## config.mk

```make
export PLATFORM = sky130hd
export DESIGN_NAME = vbp_outbuf
export DESIGN_NICKNAME = d
export VERILOG_FILES = /design/src/design/vbp_pkg.sv /design/src/design/vbp_outbuf.sv
export SDC_FILE = /design/constraint.sdc
export NUM_CORES = 1
export LEC_CHECK = 0
export ABC_CLOCK_PERIOD_IN_PS = 9400
export BUFFER_PORTS_ARGS = -buffer_cell sky130_fd_sc_hd__clkbuf_2
export CORE_MARGIN = 2
export CORE_UTILIZATION = 52
export DETAILED_ROUTE_END_ITERATION = 7
export PLACE_DENSITY = 0.76
export SLEW_MARGIN = 40
export SYNTH_ARGS = -nofsm -noshare
export SYNTH_HDL_FRONTEND = slang
export SYNTH_SLANG_ARGS = --single-unit
```

## constraint.sdc

```tcl
create_clock -name clk -period 9.4 [get_ports clk]
set_input_delay 0.47 -clock clk [delete_from_list [all_inputs] [get_ports clk]]
set_output_delay 0.47 -clock clk [all_outputs]
set_load 0.01 [all_outputs]
```

## src/design/vbp_pkg.sv

```systemverilog
// ----------------------------------------------------------------------------
// vbp_pkg: shared types and constants for the voxel box push-out unit
// Payload structs, register defaults, register indexes and width helpers.
// ----------------------------------------------------------------------------
package vbp_pkg;

  localparam int POS_W         = 32;
  localparam int FRAC_BITS_DEF = 16;
  localparam int MARGIN_W      = 17;
  localparam int HEIGHT_W      = 19;
  localparam int SOLID_W       = 27;
  localparam int CFG_IDX_W     = 1;
  localparam int CFG_DATA_W    = 32;

  localparam logic [MARGIN_W-1:0] MARGIN_RST = MARGIN_W'(19661);
  localparam logic [HEIGHT_W-1:0] HEIGHT_RST = HEIGHT_W'(98304);

  typedef enum logic [CFG_IDX_W-1:0] {
    CFG_EDGE_MARGIN = 1'b0,
    CFG_BODY_HEIGHT = 1'b1
  } cfg_reg_t;

  typedef struct packed {
    logic signed [POS_W-1:0] pos_x;
    logic signed [POS_W-1:0] pos_y;
    logic signed [POS_W-1:0] pos_z;
    logic [SOLID_W-1:0]      neighbor_solid;
  } body_t;

  typedef struct packed {
    logic signed [POS_W-1:0] new_x;
    logic signed [POS_W-1:0] new_y;
    logic signed [POS_W-1:0] new_z;
  } result_t;

  // Signed width of a box-bound offset from the floored cell base.
  function automatic int ext_w(input int frac);
    return (((frac + 2) > HEIGHT_W) ? (frac + 2) : HEIGHT_W) + 2;
  endfunction

  // Signed width of positions and box bounds between voxels.
  function automatic int pos_int_w(input int frac);
    return ((POS_W > ext_w(frac)) ? POS_W : ext_w(frac)) + 1;
  endfunction

endpackage

```

## src/design/vbp_outbuf.sv

```systemverilog
// ----------------------------------------------------------------------------
// vbp_outbuf: two-entry result buffer
// Holds the result on view plus one spare, so the chain keeps moving.
// ----------------------------------------------------------------------------
module vbp_outbuf (
  input  logic              clk,
  input  logic              rst,
  input  logic              wr,
  input  vbp_pkg::result_t  wr_data,
  output logic              full,
  output logic              rd_valid,
  input  logic              rd_stall,
  output vbp_pkg::result_t  rd_data
);
  import vbp_pkg::*;

  typedef enum logic [1:0] {
    HOLD_NONE,
    HOLD_ONE,
    HOLD_TWO
  } fill_t;

  fill_t   fill;
  result_t spare;
  logic    pop;

  assign rd_valid = (fill != HOLD_NONE);
  assign full     = (fill == HOLD_TWO);
  assign pop      = rd_valid && !rd_stall;

  always_ff @(posedge clk) begin
    if (rst) begin
      fill <= HOLD_NONE;
    end else begin
      case (fill)
        HOLD_NONE: begin
          if (wr) begin
            rd_data <= wr_data;
            fill    <= HOLD_ONE;
          end
        end
        HOLD_ONE: begin
          if (wr && pop) begin
            rd_data <= wr_data;
          end else if (wr) begin
            spare <= wr_data;
            fill  <= HOLD_TWO;
          end else if (pop) begin
            fill <= HOLD_NONE;
          end
        end
        HOLD_TWO: begin
          if (pop) begin
            rd_data <= spare;
            fill    <= HOLD_ONE;
          end
        end
        default: begin
          fill <= HOLD_NONE;
        end
      endcase
    end
  end

endmodule

```

**Word-level counts from Yosys, hierarchy flattened**

Cells that the tools add are included.

- Input bits: 100
- Word-level logic and storage cells: 35
- Register bits after elaboration: 194

- Eq/ne operators: 7
- Multiplexer cells: 10
- Bitwise gates (word level): 2
- Reductions and logical operators: 9

Operator list:

| kind | count |
|---|---|
| two-way mux 96 bit | 3 |
| one-hot mux 96 bit (3 select lines) | 1 |
| two-way mux 2 bit | 5 |
| AND reduction 4 bit | 2 |
| inequality test 2 bit, second input constant | 3 |
| one-hot mux 2 bit (3 select lines) | 1 |
| AND reduction 5 bit | 1 |
| inequality test 3 bit, second input constant | 1 |
| nonzero test 3 bit | 1 |
| equality test 2 x 1 -> 1 bit, second input constant | 1 |
| equality test 2 bit, second input constant | 1 |
| logical AND 1 bit | 2 |
| logical NOT 2 bit | 1 |
| inequality test 2 x 1 -> 1 bit, second input constant | 1 |
| NOT 1 bit | 2 |
| nonzero test 2 bit | 1 |
| logical NOT 1 bit | 1 |

**Logic depth before layout (Yosys ltp)**

- Depth in word-level cells: 6
- Mapped depth: 5
- Depth with buffers taken out: 3

**Worst setup path before layout**

OpenSTA, ideal clock, no wires.

- Path type: input to register
- Start: input wr
- End: register spare[0] (netlist name) (enable)
- Required time: 8.710 ns
- Path buffers: 0
- Stages on the path: 2
- Data arrival time: 7.662 ns
- Slack: 1.048 ns
- Cells stage by stage: nor2b_1 nor3b_1

- Cells in the longest elaborated chain, start to end: 3

RTL lines:

| element | RTL line | source |
|---|---|---|
| start: declaration | vbp_outbuf.sv:8 | `input logic wr,` |
| logical AND 1 bit | vbp_outbuf.sv:43 | `if (wr && pop) begin` |
| NOT 1 bit (no source line) | - |  |
| AND reduction 4 bit (no source line) (*) | - |  |
| end signal: assignment | vbp_outbuf.sv:46 | `spare <= wr_data;` |
| end: declaration | vbp_outbuf.sv:24 | `result_t spare;` |

Every way passes the cells marked *; elsewhere a longest branch is shown, timed or not.
A chain may end at the register's enable or synchronous reset.

**Final worst setup path**

- Start: register fill[0]
- End: register spare[51] (netlist name) (enable)

- Cells in the longest elaborated chain, start to end: 5

RTL lines:

| element | RTL line | source |
|---|---|---|
| start: declaration | vbp_outbuf.sv:23 | `fill_t fill;` |
| start signal: assignment | vbp_outbuf.sv:33 | `fill <= HOLD_NONE;` |
| start signal: assignment | vbp_outbuf.sv:39 | `fill <= HOLD_ONE;` |
| start signal: assignment | vbp_outbuf.sv:47 | `fill <= HOLD_TWO;` |
| nonzero test 2 bit | vbp_outbuf.sv:27 | `assign rd_valid = (fill != HOLD_NONE);` |
| logical AND 1 bit | vbp_outbuf.sv:29 | `assign pop = rd_valid && !rd_stall;` |
| logical AND 1 bit | vbp_outbuf.sv:43 |  |
| NOT 1 bit (no source line) | - |  |
| AND reduction 4 bit (no source line) (*) | - |  |

Marks and branches as above.

==> impl_metrics.env <==
export IMPL_slowest_stage="buf_6"
export IMPL_crit_path_cell_trace="nand2_1, nor3b_4, buf_6"
export IMPL_max_cap_violations=0
export IMPL_final_common_cell="clkbuf_2"
export IMPL_worstReg2RegStart="fill[0]"
export IMPL_stdcell_count=717
export IMPL_hold_slack_ns=0.238
export IMPL_critPathBufInv=1
export IMPL_grt_pass1_vias=3699
export IMPL_ant_nets=0
export IMPL_worstHoldStart="wr_data[74]"
export IMPL_syn_area_sq_mm=0.00718
export IMPL_hold_buffers=0
export IMPL_setup_viol=0
export IMPL_arrival_ns=2.24
export IMPL_cts_setup_buffers=0
export IMPL_reg2reg_slack_ns=7.21
export IMPL_fmax_mhz=456
export IMPL_crit_family="buffers and inverters"
export IMPL_max_stage_delay_ns=0.67
export IMPL_synth_nets=416
export IMPL_finalPower_mw=1.82
export IMPL_synthCells=316
export IMPL_root_buffer="clkbuf_16"
export IMPL_whs_endpoint="spare[74]"
export IMPL_num_antenna_cells=0
export IMPL_place_inst=684
export IMPL_rows=42
export IMPL_power_density_mw_per_mm2=204
export IMPL_firstDrtPassIters=6
export IMPL_final_setup_skew_ns=0.00412
export IMPL_ys_seq_area_share_pct=80.9
export IMPL_ys_types=19
export IMPL_cts_max_level=4
export IMPL_worstReg2RegEnd="spare[51]"
export IMPL_drc=0
export IMPL_power_leakage_nw=3.37
export IMPL_cts_buffers=17
export IMPL_dpl_worst_slack_ns=6.74
export IMPL_area_growth_syn_to_layout_pct=24.7
export IMPL_path_clk_slew_ns=0.06
export IMPL_nets=628
export IMPL_outcome="finished clean"
export IMPL_drive_gt1_share_pct=60.8
export IMPL_cp_max_fo=81
export IMPL_start_util_pct=53.8
export IMPL_vdd_drop_max_v=0.000125
export IMPL_portBuffers=197
export IMPL_dpl_hpwl_mm=8.47
export IMPL_pin_count=198
export IMPL_drt_wl_total_mm=12.8
export IMPL_period_minus_slack_ns=2.19
export IMPL_worst_pin_slew_ns=0.773
export IMPL_r2r_cells=3
export IMPL_overflow=0
export IMPL_mostFrequentLayoutCells="clkbuf_2, edfxtp_1, mux2_2, mux2_4, clkbuf_16"
export IMPL_grt_max_degree=82
export IMPL_holdPathStages=1
export IMPL_cts_num_sinks=194
export IMPL_wl_per_cell_microns=17.9
export IMPL_die_h_microns=122
export IMPL_synth_seq_cells=194
export IMPL_antenna_found_initial=0
export IMPL_die_x_microns=122
export IMPL_fin_ws_ns=7.21
export IMPL_max_slew_margin_pct=48.5
export IMPL_cp_required_ns=9.45
export IMPL_ctsResizeCount=0
export IMPL_dieArea_sq_mm=0.0148
export IMPL_postPlaceCellArea_sq_mm=0.00836
export IMPL_cts_buffer_depth=2
export IMPL_drtIter0Drc=276
export IMPL_utilization_pct=67.1
export IMPL_finalWeightedCongestion=0.720
export IMPL_fin_area_sq_mm=0.00895
export IMPL_hp_class="input pin to flip-flop"
export IMPL_end_kind="flip-flop"
export IMPL_vias_per_cell=5.16
export IMPL_finalCritPeriodShare_pct=23.3
export IMPL_fp_coreArea_sq_mm=0.0133
export IMPL_synth_avg_cell_area_sq_um=22.7
export IMPL_vias=3700
export IMPL_clk_latency_ns=0.42
export IMPL_rsz0062_at_grt="false"
export IMPL_grt_usage_pct=17.5
export IMPL_hold_viol_final=0
export IMPL_fin_tns_setup_ns=0
export IMPL_yosys_warnings=0
export IMPL_path_depth=3
export IMPL_crit_type="flip-flop to flip-flop"
export IMPL_maxSlewViolCount=0
export IMPL_grt_first_pass_wirelength_mm=19.2
export IMPL_start_kind="flip-flop"
export IMPL_cts_tree="yes"
==> state kept, by name, summed over array words and instances (netlist names) <==
name	count
rd_data	96
spare	96
fill	2
==> how the worst max path moves through the flow <==
| stage | start | to | slack (ns) |
|---|---|---|---|
| floorplan | wr | spare[0] | 1.05 |
| global placement | wr | spare[51] | 6.27 |
| detailed placement | wr | spare[51] | 6.74 |
| CTS | fill[0] | spare[55] | 6.93 |
| global route | fill[0] | spare[24] | 7.05 |
| finish | fill[0] | spare[51] | 7.21 |
==> layout make-up <==
type	count	area (sq um)
clock buffer	21	440
clock inverter	11	138
fill	944	4390
multi-input combinational	111	1270
sequential	194	5810
tap	176	220
timing repair buffer	204	1080
==> worst reg2reg max path, cell delays in order, from the launching register on <==
cell     delay (ns)
dfxtp_1        0.46
nand2_1        0.18
nor3b_4        0.48
buf_6          0.67
==> cell families (layout without fill, tap and decap cells) <==
| group | Yosys count | in the layout | synth area share (%) |
|---|---|---|---|
| flip-flops | 194 | 194 | 80.9 |
| AO/OA/AOI/OAI | 4 | 4 | 0.401 |
| multiplexers | 97 | 97 | 16.2 |
| AND/OR/NAND/NOR | 10 | 10 | 0.836 |
| buffers and inverters | 11 | 236 | 1.66 |
==> layer usage <==
metal  routed length [microns]  global-route usage (%)  share of wire, %
met2                      6080                    27.2                47
met4                       197                    6.68               1.5
met1                      5590                    23.1                44
met3                       971                    5.69               7.6
met5                         0                       0                 0
==> synth_stat cells (all sizes together) <==
cell,n,area share (%)
a2111oi,1,0.12
a21o,1,0.10
a21oi,1,0.070
a22oi,1,0.10
buf,11,1.7
dfxtp,2,0.56
edfxtp,192,80
mux2,96,16
mux2i,1,0.14
nand2,1,0.052
nor2,4,0.21
nor2b,2,0.28
nor3b,2,0.21
or2,1,0.087
==> power breakdown <==
| group | switching, mW | total [mW] | internal, mW |
|---|---|---|---|
| combinational | 0.0602 | 0.118 | 0.0573 |
| clock | 0.292 | 0.708 | 0.416 |
| sequential | 0.00939 | 0.998 | 0.989 |
| total | 0.362 | 1.82 | 1.46 |
Note: power is estimated with default switching activity, not from simulation.
