<file path="src/design/vbp_pkg.sv">
// ----------------------------------------------------------------------------
// vbp_pkg: shared types and constants for the voxel box push-out unit
// Payload structs, register defaults, register indexes and width helpers.
// ----------------------------------------------------------------------------
package vbp_pkg;

  localparam int POS_W         = 32;
  localparam int FRAC_BITS_DEF = 16;
  localparam int MARGIN_W      = 17;
  localparam int HEIGHT_W      = 19;
  localparam int SOLID_W       = 27;
  localparam int CFG_IDX_W     = 1;
  localparam int CFG_DATA_W    = 32;

  localparam logic [MARGIN_W-1:0] MARGIN_RST = MARGIN_W'(19661);
  localparam logic [HEIGHT_W-1:0] HEIGHT_RST = HEIGHT_W'(98304);

  typedef enum logic [CFG_IDX_W-1:0] {
    CFG_EDGE_MARGIN = 1'b0,
    CFG_BODY_HEIGHT = 1'b1
  } cfg_reg_t;

  typedef struct packed {
    logic signed [POS_W-1:0] pos_x;
    logic signed [POS_W-1:0] pos_y;
    logic signed [POS_W-1:0] pos_z;
    logic [SOLID_W-1:0]      neighbor_solid;
  } body_t;

  typedef struct packed {
    logic signed [POS_W-1:0] new_x;
    logic signed [POS_W-1:0] new_y;
    logic signed [POS_W-1:0] new_z;
  } result_t;

  // Signed width of a box-bound offset from the floored cell base.
  function automatic int ext_w(input int frac);
    return (((frac + 2) > HEIGHT_W) ? (frac + 2) : HEIGHT_W) + 2;
  endfunction

  // Signed width of positions and box bounds between voxels.
  function automatic int pos_int_w(input int frac);
    return ((POS_W > ext_w(frac)) ? POS_W : ext_w(frac)) + 1;
  endfunction

endpackage

</file>
<file path="src/design/vbp_cell.sv">
// ----------------------------------------------------------------------------
// vbp_cell: one voxel of the push-out chain
// Three stages: box bounds, face distances and hit test, nearest-face snap.
// ----------------------------------------------------------------------------
module vbp_cell #(
  parameter int FRAC_BITS = vbp_pkg::FRAC_BITS_DEF,
  parameter int DX        = 0,
  parameter int DY        = 0,
  parameter int DZ        = 0
) (
  input  logic                                              clk,
  input  logic                                              rst,
  input  logic                                              en,
  input  logic [vbp_pkg::MARGIN_W-1:0]                      margin,
  input  logic [vbp_pkg::HEIGHT_W-1:0]                      height,
  input  logic                                              up_vld,
  input  logic signed [vbp_pkg::pos_int_w(FRAC_BITS)-1:0]   up_p [3],
  input  logic signed [vbp_pkg::pos_int_w(FRAC_BITS)-1:0]   up_base [3],
  input  logic [vbp_pkg::SOLID_W-1:0]                       up_solid,
  output logic                                              dn_vld,
  output logic signed [vbp_pkg::pos_int_w(FRAC_BITS)-1:0]   dn_p [3],
  output logic signed [vbp_pkg::pos_int_w(FRAC_BITS)-1:0]   dn_base [3],
  output logic [vbp_pkg::SOLID_W-1:0]                       dn_solid
);
  import vbp_pkg::*;

  localparam int EW     = ext_w(FRAC_BITS);
  localparam int PIW    = pos_int_w(FRAC_BITS);
  localparam int DIST_W = EW;
  localparam int IDX    = 9 * DX + 3 * DY + DZ;
  localparam int ONE_I  = 1 << FRAC_BITS;

  localparam logic signed [EW-1:0] LO_KX = EW'((DX - 1) * ONE_I);
  localparam logic signed [EW-1:0] HI_KX = EW'(DX * ONE_I);
  localparam logic signed [EW-1:0] LO_KY = EW'((DY - 2) * ONE_I);
  localparam logic signed [EW-1:0] HI_KY = EW'((DY - 1) * ONE_I);
  localparam logic signed [EW-1:0] LO_KZ = EW'((DZ - 1) * ONE_I);
  localparam logic signed [EW-1:0] HI_KZ = EW'(DZ * ONE_I);

  logic signed [EW-1:0]     m_s;
  logic signed [EW-1:0]     h_s;
  logic signed [EW-1:0]     lo_off [3];
  logic signed [EW-1:0]     hi_off [3];
  logic signed [PIW-1:0]    lo_next [3];
  logic signed [PIW-1:0]    hi_next [3];

  logic                     s1_vld;
  logic signed [PIW-1:0]    s1_p [3];
  logic signed [PIW-1:0]    s1_base [3];
  logic signed [PIW-1:0]    s1_lo [3];
  logic signed [PIW-1:0]    s1_hi [3];
  logic [SOLID_W-1:0]       s1_solid;

  logic signed [PIW:0]      dlo [3];
  logic signed [PIW:0]      dhi [3];
  logic [DIST_W-1:0]        d_next [6];
  logic                     hit_next;

  logic                     s2_vld;
  logic signed [PIW-1:0]    s2_p [3];
  logic signed [PIW-1:0]    s2_base [3];
  logic signed [PIW-1:0]    s2_lo [3];
  logic signed [PIW-1:0]    s2_hi [3];
  logic [SOLID_W-1:0]       s2_solid;
  logic [DIST_W-1:0]        s2_d [6];
  logic                     s2_hit;

  logic [2:0]               best;
  logic signed [PIW-1:0]    p_next [3];

  // Offsets must change only while the unit is idle; the cell does not enforce it.
  assign m_s = EW'(signed'({1'b0, margin}));
  assign h_s = EW'(signed'({1'b0, height}));

  assign lo_off[0] = LO_KX - m_s;
  assign hi_off[0] = HI_KX + m_s;
  assign lo_off[1] = LO_KY - m_s;
  assign hi_off[1] = HI_KY + h_s;
  assign lo_off[2] = LO_KZ - m_s;
  assign hi_off[2] = HI_KZ + m_s;

  always_comb begin
    for (int a = 0; a < 3; a++) begin
      lo_next[a] = up_base[a] + PIW'(lo_off[a]);
      hi_next[a] = up_base[a] + PIW'(hi_off[a]);
    end
  end

  // Inside the box exactly when every distance is non-negative.
  always_comb begin
    hit_next = s1_solid[IDX];
    for (int a = 0; a < 3; a++) begin
      dlo[a] = (PIW + 1)'(s1_p[a]) - (PIW + 1)'(s1_lo[a]);
      dhi[a] = (PIW + 1)'(s1_hi[a]) - (PIW + 1)'(s1_p[a]);
      d_next[2 * a]     = DIST_W'(dlo[a]);
      d_next[2 * a + 1] = DIST_W'(dhi[a]);
      if (dlo[a][PIW] || dhi[a][PIW]) begin
        hit_next = 1'b0;
      end
    end
  end

  // Nearest face, first one wins on a tie.
  always_comb begin
    logic [DIST_W-1:0] best_d;
    best_d = s2_d[0];
    best   = 3'd0;
    for (int i = 1; i < 6; i++) begin
      if (s2_d[i] < best_d) begin
        best_d = s2_d[i];
        best   = 3'(i);
      end
    end
    p_next = s2_p;
    if (s2_hit) begin
      p_next[best[2:1]] = best[0] ? s2_hi[best[2:1]] : s2_lo[best[2:1]];
    end
  end

  always_ff @(posedge clk) begin
    if (rst) begin
      s1_vld <= 1'b0;
      s2_vld <= 1'b0;
      dn_vld <= 1'b0;
    end else if (en) begin
      s1_vld <= up_vld;
      s2_vld <= s1_vld;
      dn_vld <= s2_vld;
    end
    if (en) begin
      s1_p     <= up_p;
      s1_base  <= up_base;
      s1_lo    <= lo_next;
      s1_hi    <= hi_next;
      s1_solid <= up_solid;
      s2_p     <= s1_p;
      s2_base  <= s1_base;
      s2_lo    <= s1_lo;
      s2_hi    <= s1_hi;
      s2_solid <= s1_solid;
      s2_d     <= d_next;
      s2_hit   <= hit_next;
      dn_p     <= p_next;
      dn_base  <= s2_base;
      dn_solid <= s2_solid & ~(SOLID_W'(1) << IDX);
    end
  end

endmodule

</file>
<file path="config.mk">
export PLATFORM = sky130hd
export DESIGN_NAME = vbp_cell
export DESIGN_NICKNAME = d
export VERILOG_FILES = /design/src/design/vbp_pkg.sv /design/src/design/vbp_cell.sv
export SDC_FILE = /design/constraint.sdc
export NUM_CORES = 2
export LEC_CHECK = 0
export ABC_AREA = 0
export BUFFER_PORTS_ARGS = -buffer_cell sky130_fd_sc_hd__buf_4
export CAP_MARGIN = 25
export CORE_MARGIN = 4
export CORE_UTILIZATION = 47
export CTS_CLUSTER_SIZE = 16
export DETAILED_ROUTE_END_ITERATION = 10
export PLACE_DENSITY_LB_ADDON = 0.15
export SLEW_MARGIN = 20
export SYNTH_ARGS = -nofsm -noshare
export SYNTH_HDL_FRONTEND = slang
export SYNTH_SLANG_ARGS = --single-unit
</file>
<file path="constraint.sdc">
create_clock -name clk -period 11.6 [get_ports clk]
set_clock_uncertainty 0.15 [all_clocks]
set_input_delay 0.58 -clock clk [delete_from_list [all_inputs] [get_ports clk]]
set_output_delay 0.58 -clock clk [all_outputs]
set_load 0.05 [all_outputs]
</file>
# [Yosys cells after proc, flatten, opt, wreduce, memory -nomap -nowiden]
# Cells that the tools add are included.
[totals] register_bits=1200 latch_bits=0 ram_bits=0 romBits=0 input_bits=265 output_inout_bits=226 wordCells=91 memories=0
[classes] n_addsub=15 n_mul=0 div=0 order_cmp=7 n_eq_ne=0 shift=0 muxes=20 bitwise=1 n_reduce_logical=5
[ops] cell="$sub 33x33->34" n=6
[ops] cell="$mux 33" n=6
[ops] cell="$bmux 33 s2" n=2
[ops] cell="$lt 21x21->1" n=5
[ops] cell="$add 33x19->33" n=3
[ops] cell="$bwmux 99" n=1
[ops] cell="$mux 99" n=1
[ops] cell="$mux 21" n=4
[ops] cell="$add 33x18->33" n=2
[ops] cell="$demux 33 s2" n=1
[ops] cell="$add 33x21->33" n=1
[ops] cell="$add 17x20->21 const A" n=1
[ops] cell="$sub 17x18->19 const A" n=1
[ops] cell="$sub 18x18->19 const A" n=1
[ops] cell="$mux 3" n=4
[ops] cell="$ge 3x3->1 const B" n=1
[ops] cell="$logic_or 1x1->1" n=3
[ops] cell="$lt 3x1->1 const B" n=1
[ops] cell="$not 2->3" n=1
[ops] cell="$reduce_or 3->1" n=1
[ops] cell="$logic_and 1x1->1" n=1
[ops] cell="$mux 1" n=1

# [Longest topological paths before layout]
[logic_depth] ltp_word=17 mapped_depth=65 ltp_nobuf=56

# [Worst setup path after synthesis]
# OpenSTA, ideal clock, no wires.
[synth_path] kind="register to register" start="register s2_d[102] (netlist bit)" end="register dn_p[54] (netlist bit) (data pin)" setup_time_ps=254 arrival_time_ps=11848 required_ps=11196 path_slack_ps=-651 path_stages_with_launch=64 n_path_buf=10 synth_period_minus_slack_ps=12251 cell_sequence="edfxtp_1 ha_1 a21o_1 a21oi_1 o22ai_1 or3_4 nor2_1 clkbuf_1 clkbuf_1 a21oi_1 ha_1 a21oi_1 a21boi_1 o31a_1 nor2_1 nand2_1 a31o_2 clkbuf_1 [... 28 more ...] a21oi_1 ha_1 a21o_1 a21oi_1 nor2b_1 o21ai_0 nand2b_1 a21oi_1 o21ai_1 a211o_1 or2_2 a31oi_1 nor3_1 buf_2 buf_6 a221oi_1 a221oi_1 a21o_1"
[synth_lines] element="start: declaration" line="vbp_cell.sv:65" rtl="logic [DIST_W-1:0] s2_d [6];"
[synth_lines] element="start signal: assignment" line="vbp_cell.sv:141" rtl="s2_d <= d_next;"
[synth_lines] element="end signal: assignment" line="vbp_cell.sv:143" rtl="dn_p <= p_next;"
[synth_lines] element="end: declaration" line="vbp_cell.sv:21" rtl="output logic signed [vbp_pkg::pos_int_w(FRAC_BITS)-1:0] dn_p [3],"

==> results.py <==
metrics = {
    "run_status": {
        "status": "finished clean",
    },
    "timing": {
        "setup_tns_ps": 0,
        "setup_viol": 0,
        "fin_crit_ps": 11310,
        "drv_slew": 0,
        "worstMarginPinSlew_ps": 1050,
        "max_freq_mhz": 88.4,
        "maxSlewHeadroom_pct": 30.3,
        "post-route-period-util_pct": 97.5,
        "fin_ws_ps": 288,
        "hold_viol_final": 0,
    },
    "critical_path": {
        "reg2reg_depth": 56,
        "cp_max_fo": 14,
        "crit_type": "flop to flop",
        "crit_required_ps": 11910,
        "start_kind": "flop",
        "max_stage_delay_ps": 530,
        "cp.arrival_ps": 11620,
        "slowest_stage": "o21ai_4",
        "worst_setup_path_end_kind": "flop",
    },
    "route": {
        "drtIter0Drc": 3798,
        "dr.pass1.iters": 6,
        "viasPerCell": 5.48,
        "drc": 0,
        "routed_wl_um": 165000,
        "detail-route-antenna-nets": 0,
        "vias": 37800,
        "post_drt_wl_per_cell_um": 23.9,
    },
    "cts": {
        "tritoncts": "yes",
        "cts_buffers": 133,
        "h-tree-depth": 4,
        "clock_latency_ps": 730,
        "clk_pin_slew_ps": 60,
        "numClockSinks": 1193,
        "cts_root_buf": "clkbuf_16",
        "clockBufferDepth": 3,
    },
    "min_path": {
        "hold_depth": 2,
        "hold_path_class": "input pin to flop",
    },
    "yosys": {
        "synth.cell_area_um2": 56500,
        "synth_warnings": 0,
        "synth-seq-cells": 1193,
        "synth_most_common_cell": "edfxtp_1",
        "yosys-top-cells-area": "edfxtp_1 63%, ha_1 10%, xnor2_1 2.9%, inv_1 2.8%, a21oi_1 1.9%",
        "synth_flop_cell": "edfxtp_1",
        "ys_seq_area_share_pct": 63.4,
        "synth_edf_count": 1190,
        "postSynthCellCount": 4208,
        "yosys-top-cells-count": "1190 x edfxtp_1, 461 x ha_1, 416 x inv_1",
        "avgSynthCellArea_um2": 13.4,
        "synth_top_area_share_pct": 63.3,
        "async_flop_share_pct": 0,
        "syn_nets": 4946,
        "yosysUniqueCellTypes": 80,
        "synth_area_leader_cell": "edfxtp_1",
    },
    "cells_and_area": {
        "nFillCells": 9333,
        "drive_above_1_share_pct": 19.3,
        "nNetsFinal": 5922,
        "regArea_um2": 35800,
        "area_delta_synth_final_pct": 25.7,
        "stdcell_area_um2": 71000,
        "multi_input_area_um2": 19500,
    },
    "power_and_ir_drop": {
        "power.density_nw_per_um2": 301,
        "leakage_nw": 28.9,
        "worst_ir_drop_vdd_uv": 406,
    },
    "placement": {
        "gp_congestion": 0.924,
        "pre_cts_slack_ps": -296,
        "hpwl_um": 123000,
        "portBuffers": 489,
        "placement.cell_area_um2": 63200,
    },
    "floorplanning": {
        "chipHeight_um": 355,
        "initial_utilization_pct": 47.6,
        "core_um2": 119000,
        "fp.dieW_um": 355,
        "rows": 126,
        "die_area_um2": 126000,
        "pin_count": 491,
    },
    "grt": {
        "grt_max_degree": 168,
        "antenna_found_initial": 4,
        "first_global_vias": 36600,
        "grt_util_all_layers_pct": 25.2,
        "grt_first_pass_wirelength_um": 234000,
        "gr-total-overflow": 0,
    },
    "flow_run": {
        "drv_cap": 0,
    },
}
==> worst paths after layout <==
path,from,to,slack (ps)
max,s2_d[104],dn_p[64],290
min reg2reg,s2_base[88],dn_base[88],260
min,margin[0],s1_lo[0],110
max reg2reg,s2_d[104],dn_p[64],290
==> cells by family (layout without fill, tap and decap cells) <==
logic type	after synthesis	after routing	share of synthesized area, %
fa+ha+maj	473	473	10.6
compound gates	862	864	10.3
buf+inv	476	1553	3.24
xor+xnor	263	263	4.09
mux	29	29	0.561
flops	1193	1193	63.4
simple gates	911	911	7.72
other cells	1	3	0.00664
==> metrics by stage <==
| step | hold WS [ps] | util (%) | total power, mW | std cells |
|---|---|---|---|---|
| 6_report | 115 | 59.8 | 21.4 | 6889 |
| 5_1_grt | 104 | 59.8 | 22.4 | 6887 |
| 4_1_cts | 61.5 | 58.8 | 20.2 | 6837 |
| 3_5_place_dp | 255 | 53.2 | 15.7 | 6369 |
| 3_3_place_gp | 250 | 53.2 | 15.6 | 6368 |
| 2_1_floorplan | 250 | - | 11.1 | 4208 |
==> state kept, by name, indices dropped and copies added (netlist names) <==
| name | count |
|---|---|
| s2_base | 99 |
| s2_p | 99 |
| s1_base | 99 |
| s2_vld | 1 |
| dn_vld | 1 |
| s2_hit | 1 |
| s1_p | 99 |
| s2_solid | 26 |
| s1_hi | 97 |
| dn_solid | 26 |
| s1_vld | 1 |
| s1_lo | 99 |
| dn_base | 99 |
| dn_p | 99 |
| s2_d | 124 |
| s2_hi | 97 |
| s2_lo | 99 |
| s1_solid | 27 |
==> layout by cell type (no fill, tap or decap), types with 13 or more instances in the layout <==
cell type	count
nor2b_1	56
clkinv_2	14
or3_1	22
nor2_1	271
a21oi_2	17
a21o_1	79
mux2_2	21
buf_6	13
a21oi_1	198
dlygate4sd3_1	228
a31oi_1	22
a221oi_2	33
xnor2_1	186
bufinv_16	16
o21a_1	85
buf_4	626
and3_1	30
o211ai_1	21
clkinv_1	20
buf_12	19
clkbuf_16	141
nand3_1	58
xor2_1	76
edfxtp_1	1190
o21ai_1	20
o31ai_1	23
nor3_1	77
o21bai_1	28
inv_1	415
a221oi_1	29
and2_1	22
a21boi_0	40
o21ai_0	144
nand2_1	215
nand2b_1	44
a211oi_1	17
nand4_1	43
ha_1	456
clkbuf_1	30
==> worst max-delay path: cells and delay by family (launching register included) <==
| kind | cells | cell delay [ps] |
|---|---|---|
| flops | 1 | 450 |
| buf+inv | 11 | 1860 |
| simple gates | 20 | 3000 |
| compound gates | 20 | 4190 |
| fa+ha+maj | 5 | 1370 |
==> metal layers <==
layer | GRT usage, % | vias to the layer above | share of wire [%]
met5 | 0 | - | 0.016
met4 | 6.01 | 4 | 2.1
met3 | 5.37 | 198 | 9.2
met2 | 36.6 | 1530 | 42
met1 | 38.9 | 18400 | 46
li1 | - | 17600 | -
==> cell type report <==
class	instances	share of cell area (%)
inverters	416	2.20
clock inverters	73	1.21
flip-flops and latches	1193	50.4
multi-input cells	2541	27.5
well taps	1600	2.82
diodes	2	0.00705
repair buffers	899	10.9
clock buffers	165	4.92
==> report_power, final <==
group	switching, mW	leakage (nW)	total [mW]	internal [mW]
Combinational	6.43	15.1	11.1	4.63
Sequential	0.508	11.7	6.09	5.58
Clock	1.74	2.10	4.24	2.51
==> timing repair <==
item / CTS / global route
gates cloned: 1 / 15
hold buffers: 228 / 0
pin swaps: 2 / 38
hold endpoints to repair: 242 / 0
setup endpoints to repair: 97 / 99
buffers inserted: 1 / 33
resized for setup: 14 / 127
(Power assumes the default switching activity.)
